`src/rtl/bdq_pkg.sv`:
```
package bdq_pkg;

  // Field widths of the request and response channels
  localparam int CMD_W    = 3;
  localparam int VALUE_W  = 32;
  localparam int STATUS_W = 2;
  localparam int POS_W    = 6;
  localparam int LEN_W    = 7;

  // Command codes on the request channel
  localparam logic [CMD_W-1:0] CMD_APPEND     = 3'd0;
  localparam logic [CMD_W-1:0] CMD_PREPEND    = 3'd1;
  localparam logic [CMD_W-1:0] CMD_REM_LAST   = 3'd2;
  localparam logic [CMD_W-1:0] CMD_REM_FIRST  = 3'd3;
  localparam logic [CMD_W-1:0] CMD_FIND_FIRST = 3'd4;
  localparam logic [CMD_W-1:0] CMD_FIND_LAST  = 3'd5;

  // Response status codes
  typedef enum logic [STATUS_W-1:0] {
    ST_DONE      = 2'd0,
    ST_FULL      = 2'd1,
    ST_EMPTY     = 2'd2,
    ST_NOT_FOUND = 2'd3
  } status_t;

  // Decoded operation handed from the front end to the back end
  typedef enum logic [2:0] {
    OP_APPEND,
    OP_PREPEND,
    OP_REM_LAST,
    OP_REM_FIRST,
    OP_FIND_FIRST,
    OP_FIND_LAST,
    OP_NOP
  } op_t;

  typedef struct packed {
    op_t                op;
    logic [VALUE_W-1:0] value;
  } work_t;

endpackage

```
`src/rtl/bdq_if.sv`:
```
interface bdq_req_if import bdq_pkg::*; ();
  logic                      valid;
  logic                      ready;
  logic [CMD_W-1:0]          cmd;
  logic signed [VALUE_W-1:0] value;

  modport source (output valid, output cmd, output value, input ready);
  modport sink   (input valid, input cmd, input value, output ready);
endinterface

interface bdq_rsp_if import bdq_pkg::*; ();
  logic                valid;
  logic                ready;
  logic [STATUS_W-1:0] status;
  logic [POS_W-1:0]    position;
  logic [LEN_W-1:0]    length;

  modport source (output valid, output status, output position, output length, input ready);
  modport sink   (input valid, input status, input position, input length, output ready);
endinterface

```
`src/rtl/bdq_front.sv`:
```
module bdq_front import bdq_pkg::*; (
  bdq_req_if.sink     req,
  output logic        push_valid,
  input  logic        push_ready,
  output work_t       push_item
);

  // Requests flow straight into the work queue
  assign push_valid = req.valid;
  assign req.ready  = push_ready;

  // Classify the command; unused codes become a no-op
  always_comb begin
    push_item.value = req.value;
    unique case (req.cmd)
      CMD_APPEND:     push_item.op = OP_APPEND;
      CMD_PREPEND:    push_item.op = OP_PREPEND;
      CMD_REM_LAST:   push_item.op = OP_REM_LAST;
      CMD_REM_FIRST:  push_item.op = OP_REM_FIRST;
      CMD_FIND_FIRST: push_item.op = OP_FIND_FIRST;
      CMD_FIND_LAST:  push_item.op = OP_FIND_LAST;
      default:        push_item.op = OP_NOP;
    endcase
  end

endmodule

```
`src/rtl/bdq_queue.sv`:
```
module bdq_queue import bdq_pkg::*; (
  input  logic  clk,
  input  logic  rst,
  input  logic  push_valid,
  output logic  push_ready,
  input  work_t push_item,
  output logic  pop_valid,
  input  logic  pop_ready,
  output work_t pop_item
);

  localparam int QueueDepth = 2;

  work_t       slots [QueueDepth];
  logic        wr_ptr;
  logic        rd_ptr;
  logic [1:0]  fill;
  logic        push_fire;
  logic        pop_fire;

  assign push_ready = (fill != 2'(QueueDepth));
  assign pop_valid  = (fill != 2'd0);
  assign pop_item   = slots[rd_ptr];
  assign push_fire  = push_valid && push_ready;
  assign pop_fire   = pop_valid && pop_ready;

  // Entry storage
  always_ff @(posedge clk) begin
    if (push_fire) begin
      slots[wr_ptr] <= push_item;
    end
  end

  // Pointers and fill level
  always_ff @(posedge clk) begin
    if (rst) begin
      wr_ptr <= 1'b0;
      rd_ptr <= 1'b0;
      fill   <= 2'd0;
    end else begin
      if (push_fire) wr_ptr <= ~wr_ptr;
      if (pop_fire)  rd_ptr <= ~rd_ptr;
      unique case ({push_fire, pop_fire})
        2'b10:   fill <= fill + 2'd1;
        2'b01:   fill <= fill - 2'd1;
        default: fill <= fill;
      endcase
    end
  end

endmodule

```
`src/rtl/bdq_back.sv`:
```
module bdq_back import bdq_pkg::*; #(
  parameter int DEPTH = 64
) (
  input  logic        clk,
  input  logic        rst,
  input  logic        pop_valid,
  output logic        pop_ready,
  input  work_t       pop_item,
  bdq_rsp_if.source   rsp
);

  localparam int IW = $clog2(DEPTH);
  localparam int CW = $clog2(DEPTH + 1);
  localparam logic [CW-1:0] DepthC  = CW'(DEPTH);
  localparam logic [IW-1:0] LastIdx = IW'(DEPTH - 1);

  typedef enum logic {S_IDLE, S_SCAN} state_t;

  // Physical slot of a logical position in the ring
  function automatic logic [IW-1:0] phys_idx(input logic [IW-1:0] base,
                                             input logic [CW-1:0] offs);
    logic [CW:0] sum;
    sum = {{(CW + 1 - IW){1'b0}}, base} + {1'b0, offs};
    if (sum >= (CW + 1)'(DEPTH)) sum = sum - (CW + 1)'(DEPTH);
    return sum[IW-1:0];
  endfunction

  function automatic logic [LEN_W-1:0] len_field(input logic [CW-1:0] c);
    logic [CW+LEN_W-1:0] t;
    t = {{LEN_W{1'b0}}, c};
    return t[LEN_W-1:0];
  endfunction

  function automatic logic [POS_W-1:0] pos_field(input logic [IW-1:0] p);
    logic [IW+POS_W-1:0] t;
    t = {{POS_W{1'b0}}, p};
    return t[POS_W-1:0];
  endfunction

  logic [VALUE_W-1:0] mem [DEPTH];
  logic [VALUE_W-1:0] rd_data;

  state_t             state;
  logic [IW-1:0]      head;
  logic [CW-1:0]      count;
  logic [VALUE_W-1:0] key;
  logic               find_last;
  logic [IW-1:0]      scan_phys;
  logic [IW-1:0]      scan_log;
  logic [CW-1:0]      left;
  logic               cmp_valid;
  logic [IW-1:0]      cmp_log;
  logic               cmp_last;

  logic               pop_fire;
  logic               full;
  logic               empty;
  logic [IW-1:0]      head_inc;
  logic [IW-1:0]      head_dec;
  logic [CW-1:0]      cnt_m1;
  logic [IW-1:0]      head_next;
  logic [CW-1:0]      count_next;
  logic               wr_en;
  logic [IW-1:0]      wr_addr;
  logic               res_now;
  status_t            res_status;
  logic               scan_start;
  logic               scan_issue;
  logic               hit;
  logic               scan_done;

  // Take new work only when idle and the response register frees up
  assign pop_ready = (state == S_IDLE) && (!rsp.valid || rsp.ready);
  assign pop_fire  = pop_valid && pop_ready;

  assign full     = (count == DepthC);
  assign empty    = (count == '0);
  assign head_inc = (head == LastIdx) ? '0 : head + 1'b1;
  assign head_dec = (head == '0) ? LastIdx : head - 1'b1;
  assign cnt_m1   = count - 1'b1;

  // Execute inserts, removes and unused codes directly and launch finds
  always_comb begin
    head_next  = head;
    count_next = count;
    wr_en      = 1'b0;
    wr_addr    = phys_idx(head, count);
    res_now    = 1'b0;
    res_status = ST_DONE;
    scan_start = 1'b0;
    if (pop_fire) begin
      unique case (pop_item.op)
        OP_APPEND: begin
          res_now = 1'b1;
          if (full) begin
            res_status = ST_FULL;
          end else begin
            wr_en      = 1'b1;
            count_next = count + 1'b1;
          end
        end
        OP_PREPEND: begin
          res_now = 1'b1;
          if (full) begin
            res_status = ST_FULL;
          end else begin
            wr_en      = 1'b1;
            wr_addr    = head_dec;
            head_next  = head_dec;
            count_next = count + 1'b1;
          end
        end
        OP_REM_LAST: begin
          res_now = 1'b1;
          if (empty) res_status = ST_EMPTY;
          else       count_next = cnt_m1;
        end
        OP_REM_FIRST: begin
          res_now = 1'b1;
          if (empty) begin
            res_status = ST_EMPTY;
          end else begin
            head_next  = head_inc;
            count_next = cnt_m1;
          end
        end
        OP_FIND_FIRST, OP_FIND_LAST: begin
          if (empty) begin
            res_now    = 1'b1;
            res_status = ST_NOT_FOUND;
          end else begin
            scan_start = 1'b1;
          end
        end
        default: res_now = 1'b1;
      endcase
    end
  end

  // Scan: one read issued per cycle, compare in the cycle after
  assign scan_issue = (state == S_SCAN) && (left != '0);
  assign hit        = cmp_valid && (rd_data == key);
  assign scan_done  = cmp_valid && (hit || cmp_last);

  // Element store, registered read
  always_ff @(posedge clk) begin
    if (wr_en) mem[wr_addr] <= pop_item.value;
    rd_data <= mem[scan_phys];
  end

  // Control, scan walker and response register
  always_ff @(posedge clk) begin
    if (rst) begin
      state     <= S_IDLE;
      head      <= '0;
      count     <= '0;
      scan_phys <= '0;
      left      <= '0;
      cmp_valid <= 1'b0;
      rsp.valid <= 1'b0;
    end else begin
      head  <= head_next;
      count <= count_next;

      unique case (state)
        S_IDLE: if (scan_start) state <= S_SCAN;
        S_SCAN: if (scan_done)  state <= S_IDLE;
        default: state <= S_IDLE;
      endcase

      if (scan_start) begin
        key       <= pop_item.value;
        find_last <= (pop_item.op == OP_FIND_LAST);
        left      <= count;
        if (pop_item.op == OP_FIND_LAST) begin
          scan_phys <= phys_idx(head, cnt_m1);
          scan_log  <= cnt_m1[IW-1:0];
        end else begin
          scan_phys <= head;
          scan_log  <= '0;
        end
      end else if (scan_issue) begin
        left     <= left - 1'b1;
        cmp_log  <= scan_log;
        cmp_last <= (left == CW'(1));
        if (find_last) begin
          scan_phys <= (scan_phys == '0) ? LastIdx : scan_phys - 1'b1;
          scan_log  <= scan_log - 1'b1;
        end else begin
          scan_phys <= (scan_phys == LastIdx) ? '0 : scan_phys + 1'b1;
          scan_log  <= scan_log + 1'b1;
        end
      end

      cmp_valid <= scan_issue && !scan_done;

      // Load the response register; a taken response frees it
      if (res_now) begin
        rsp.valid    <= 1'b1;
        rsp.status   <= res_status;
        rsp.position <= '0;
        rsp.length   <= len_field(count_next);
      end else if (scan_done) begin
        rsp.valid    <= 1'b1;
        rsp.status   <= hit ? ST_DONE : ST_NOT_FOUND;
        rsp.position <= hit ? pos_field(cmp_log) : '0;
        rsp.length   <= len_field(count);
      end else if (rsp.valid && rsp.ready) begin
        rsp.valid    <= 1'b0;
      end
    end
  end

endmodule

```
`src/rtl/bounded_deque_with_search.sv`:
```
// Channel  Dir  Payload                         Handshake
// req      in   cmd[2:0], value[31:0] signed    valid/ready
// rsp      out  status[1:0], position[5:0],     valid/ready
//               length[6:0]
//
// Storage is a ring of DEPTH words with a head pointer, so both ends
// can insert and remove. Find is limited by the single read port of
// the ring, which the scan walks one element per cycle with a
// registered read; a match ends the scan early.
// A 2-entry queue after the command decode keeps taking requests, until
// it fills, while the back end scans or the response register waits.
// Reset is synchronous; the ring contents are not cleared, only head and count.
module bounded_deque_with_search import bdq_pkg::*; #(
  parameter int DEPTH = 64
) (
  input  logic       clk,
  input  logic       rst,
  bdq_req_if.sink    req,
  bdq_rsp_if.source  rsp
);

  logic  push_valid;
  logic  push_ready;
  work_t push_item;
  logic  pop_valid;
  logic  pop_ready;
  work_t pop_item;

  // Command decode
  bdq_front u_front (
    .req        (req),
    .push_valid (push_valid),
    .push_ready (push_ready),
    .push_item  (push_item)
  );

  // Work queue between decode and execution
  bdq_queue u_queue (
    .clk        (clk),
    .rst        (rst),
    .push_valid (push_valid),
    .push_ready (push_ready),
    .push_item  (push_item),
    .pop_valid  (pop_valid),
    .pop_ready  (pop_ready),
    .pop_item   (pop_item)
  );

  // Ring storage, search and response
  bdq_back #(
    .DEPTH (DEPTH)
  ) u_back (
    .clk       (clk),
    .rst       (rst),
    .pop_valid (pop_valid),
    .pop_ready (pop_ready),
    .pop_item  (pop_item),
    .rsp       (rsp)
  );

endmodule

```
`src/flat_wrapper.sv`:
```
// flat-port wrapper written by rule: the top's interface ports become plain ports
module bounded_deque_with_search_flat import bdq_pkg::*;
#(
  parameter int DEPTH = 64
)
  (clk, rst, req_valid, req_cmd, req_value, req_ready, rsp_valid, rsp_status, rsp_position, rsp_length, rsp_ready);
  bdq_req_if req_i ();
  bdq_rsp_if rsp_i ();
  input  logic clk;
  input  logic rst;
  input wire logic [$bits(req_i.valid)-1:0] req_valid;
  input wire logic [$bits(req_i.cmd)-1:0] req_cmd;
  input wire logic [$bits(req_i.value)-1:0] req_value;
  output wire logic [$bits(req_i.ready)-1:0] req_ready;
  output wire logic [$bits(rsp_i.valid)-1:0] rsp_valid;
  output wire logic [$bits(rsp_i.status)-1:0] rsp_status;
  output wire logic [$bits(rsp_i.position)-1:0] rsp_position;
  output wire logic [$bits(rsp_i.length)-1:0] rsp_length;
  input wire logic [$bits(rsp_i.ready)-1:0] rsp_ready;
  assign req_i.valid = req_valid;
  assign req_i.cmd = req_cmd;
  assign req_i.value = req_value;
  assign req_ready = req_i.ready;
  assign rsp_valid = rsp_i.valid;
  assign rsp_status = rsp_i.status;
  assign rsp_position = rsp_i.position;
  assign rsp_length = rsp_i.length;
  assign rsp_i.ready = rsp_ready;
  bounded_deque_with_search #(.DEPTH(DEPTH)) u_core (.clk(clk), .rst(rst), .req(req_i), .rsp(rsp_i));
endmodule
```
`config.mk`:
```
export PLATFORM = sky130hd
export DESIGN_NAME = bounded_deque_with_search_flat
export DESIGN_NICKNAME = d
export VERILOG_FILES = /design/src/rtl/bdq_pkg.sv /design/src/rtl/bdq_if.sv /design/src/rtl/bdq_front.sv /design/src/rtl/bdq_queue.sv /design/src/rtl/bdq_back.sv /design/src/rtl/bounded_deque_with_search.sv /design/src/flat_wrapper.sv
export SDC_FILE = /design/constraint.sdc
export NUM_CORES = 2
export LEC_CHECK = 0
export ABC_AREA = 1
export CAP_MARGIN = 30
export CORE_AREA = 2 2 584 296
export DETAILED_ROUTE_END_ITERATION = 6
export DIE_AREA = 0 0 586 298
export DONT_BUFFER_PORTS = 1
export PLACE_DENSITY_LB_ADDON = 0.05
export SYNTH_ARGS = -nofsm -noshare
export SYNTH_HDL_FRONTEND = slang
export SYNTH_SLANG_ARGS = --single-unit
```
`constraint.sdc`:
```
create_clock -name clk -period 3.65 [get_ports clk]
set_input_delay 0.1825 -clock clk [delete_from_list [all_inputs] [get_ports clk]]
set_output_delay 0.1825 -clock clk [all_outputs]
set_load 0.1 [all_outputs]
```
==> run_results.csv <==
group,metric,value,unit
status,status,"completed",
pwr,leakage,34.3,nW
yosys,seq_area_frac_synth,74.6,%
clock_network,worstSkewPairLatency,870,ps
timing,worst_pin_slew,1060,ps
route,drt_iter0_drc,8811,
yosys,syn_avg_cell_area,12.7,um2
flow_run,maxCapViolCount,0,
final_layout,nets,7234,
min_path,hp-class,"input port to flop",
min_path,hold_path_end,"u_core.u_queue.slots[1][34]",
yosys,yosys.area.top_type,"edfxtp_1",
yosys,ys_ff_latch,2245,
yosys,synth_edf_count,2179,
clock_network,cts_tree,"done",
min_path,min_from,"req_cmd[2]",
yosys,netlist-cell-type-count,46,
worst_setup_path,worst-path-max-fanout,26,
placed_design,pre_cts_slack,295,ps
route,drc_errors,0,
floorplan,die_h,298,um
floorplan,die_area,175000,um2
worst_setup_path,cp.required,4180,ps
final_layout,drive_gt1_share,9.51,%
final_layout,layout-area-overhead-vs-synth,13.8,%
timing,setup_slack,182,ps
worst_setup_path,crit_family,"simple AND/OR/NAND/NOR gates",
clock_network,cts.sink_count,2245,
floorplan,initial_utilization,52.9,%
worst_setup_path,rrSetupSlack,180,ps
worst_setup_path,cp_cell_sequence,"inv_1 -> ha_1 -> nand2_1 -> nor2_1 -> nand2_1 -> nand4_2 -> o21ai_1 -> buf_4 -> nand3_1 -> buf_4 -> nor2_4 -> buf_12",
yosys,synth.top_cell.area_share,73.2,%
pwr,p_per_area,708,nW/um2
timing,rsz0062_at_grt,"no",
worst_setup_path,cp-start-kind,"flop",
placed_design,hpwl,176000,um
floorplan,die_x,586,um
global_routing,grt_pass1_vias,54300,
global_routing,track_usage,32.8,%
global_routing,antenna_found_initial,22,
final_layout,fillerInstances,13400,
worst_setup_path,cp_num_cells,12,
floorplan,io_pins,56,
yosys,synth_fp_nets,7112,
clock_network,cts_max_path_buffers,4,
clock_network,post_cts_buffers,0,
timing,skew,55.8,ps
final_layout,utilization,60.2,%
route,ant_nets,0,
clock_network,clk_pin_slew,60,ps
yosys,synth.area.top_cells,"edfxtp_1 73%, o21ai_0 6.3%, nor2_1 5.6%, nand2_1 3.2%, o221ai_1 1.6%",
timing,hold_violations,0,
worst_setup_path,critPathCaptureType,"flop",
yosys,yosysMostFrequentCell,"edfxtp_1",
worst_setup_path,r2r-start,"u_core.u_back.count[0]",
global_routing,grt_overflow,0,
worst_setup_path,slowest_delay,600,ps
clock_network,hold_buffers,69,
yosys,netlist_area,89400,um2
yosys,synth.yosys.warnings,0,
timing,period_share,95.0,%
yosys,synth_cells,7043,
route,vias,59200,
pwr,fin_total_pwr,72.1,mW
route,wl_per_cell,30.0,um
worst_setup_path,critPathKind,"flop to flop",
timing,maxSlewViolCount,0,
clock_network,cts_resized,0,
timing,period_minus_slack,3470,ps
global_routing,grt_start_max_net_pins,99,
route,dr.pass1.iters,6,
placed_design,port-buffer-count,0,
clock_network,clock_tree.root_cell,"clkbuf_16",
timing,relSlewSlack,29.3,%
worst_setup_path,rr_endpoint,"u_core.u_back.mem[8][13]",
clock_network,numCtsBuffers,202,
route,routed_wl,288000,um
min_path,holdPathStages,1,
pwr,max-vdd-ir-drop,0.000523,V
floorplan,rows,107,
placed_design,place_inst,9181,
yosys,synthArstFlopShare,0,%
global_routing,grt_first_pass_wirelength,406000,um
worst_setup_path,path_buf_inv,4,
worst_setup_path,arrival,4000,ps
route,drt-vias-per-instance,6.15,
yosys,synth_common_cells,"2,179 x edfxtp_1, 1,342 x nor2_1, 1,126 x o21ai_0",
final_layout,instances_no_fill,9617,
worst_setup_path,rr_worst_depth,12,
timing,setup_viol,0,
timing,clock.fmax,0.288,GHz
timing,fin_setup_tns,0,ps
clock_network,htreeDepth,4,
placed_design,gp_congestion,0.949,
worst_setup_path,crit_path_top_delay_cell,"o21ai_1",
floorplan,coreArea,169000,um2
yosys,dominantRegCellSynth,"edfxtp_1",
-- metrics by stage --
step	instance area (um2)	hold WS [ps]
2_1_floorplan	89500	260
3_3_place_gp	94900	264
3_5_place_dp	95000	266
4_1_cts	102000	20.5
5_1_grt	102000	41.3
6_report	102000	76.6
-- report_power, final --
part | total (mW) | internal (mW) | switching, mW
Clock | 20.6 | 11.1 | 9.49
Combinational | 19.4 | 4.72 | 14.7
Sequential | 32.1 | 31.2 | 0.916
Total | 72.1 | 47.0 | 25.1
-- layout make-up --
class                      instances  area, um2  area share [%]
clock inverter                    97        716           0.703
antenna                            6       15.0          0.0147
timing repair buffer             369       4620            4.54
inverter                         179        696           0.683
multi-input combinational       4168      20700            20.3
sequential                      2245      66800            65.6
clock buffer                     264       5420            5.32
tap                             2289       2860            2.81
-- worst register-to-register path, cell delays in order (launching register included) --
cell and delay [ps]:
dfxtp_1 460, inv_1 110, ha_1 220, nand2_1 60, nor2_1 50, nand2_1 120
nand4_2 320, o21ai_1 610, buf_4 240, nand3_1 140, buf_4 270, nor2_4 310
buf_12 250
-- state kept, by name (all words and copies together), names as in the netlist, 2 cells and up, named ones only --
signal                      count
u_core.u_back.cmp_log           6
u_core.u_back.rsp.status        2
u_core.u_back.rsp.length        7
u_core.u_back.key              32
u_core.u_back.scan_log          6
u_core.u_back.mem            2048
u_core.u_back.head              6
u_core.u_back.scan_phys         6
u_core.u_queue.fill             2
u_core.u_back.rd_data          32
u_core.u_back.rsp.position      6
u_core.u_back.count             7
u_core.u_queue.slots           70
u_core.u_back.left              7
-- layer usage --
metal | vias to the layer above | GRT usage (%) | wire length, um | part of all wire, %
li1 | 26000 | - | - | -
met4 | 22 | 6.62 | 5690 | 2.0
met1 | 29500 | 50.6 | 127000 | 44
met3 | 363 | 15.5 | 43800 | 15
met2 | 3279 | 41.4 | 112000 | 39
met5 | - | 1.15 | 409 | 0.14
-- cell usage in the layout (no fill, tap or decap), drive strengths merged, types with 14 or more instances in the layout --
master | Yosys | final
a21oi | 52 | 52
buf | 117 | 300
clkbuf | 334 | 264
clkinv | 1 | 82
dfxtp | 66 | 66
dlygate4sd3 | 0 | 69
edfxtp | 2179 | 2179
ha | 27 | 27
inv | 178 | 182
mux2 | 32 | 32
nand2 | 769 | 769
nand3 | 185 | 185
nand4 | 34 | 34
nor2 | 1347 | 1347
nor3 | 14 | 14
o211ai | 154 | 154
o21ai | 1133 | 1133
o221ai | 164 | 164
o22ai | 199 | 199
xor2 | 18 | 18
-- how the worst max path moves through the flow --
stage | from | end
detailed placement | u_core.u_back.head[1] | u_core.u_back.mem[36][22]
finish | u_core.u_back.count[0] | u_core.u_back.mem[8][13]
global route | u_core.u_back.head[1] | u_core.u_back.mem[36][13]
CTS | u_core.u_back.head[1] | u_core.u_back.mem[36][13]
floorplan | u_core.u_back.rsp.valid | u_core.u_back.mem[45][0]
global placement | u_core.u_back.head[1] | u_core.u_back.mem[36][3]
-- logic make-up after synthesis --
logic type      after synthesis  share of synthesized area (%)
xor+xnor                     28                          0.274
buf+inv                     630                           2.80
simple gates               2361                           10.4
flops                      2245                           74.6
fa+ha+maj                    30                          0.445
mux                          32                          0.403
compound gates             1717                           11.1
No activity file was read; power rests on OpenSTA's default activity.
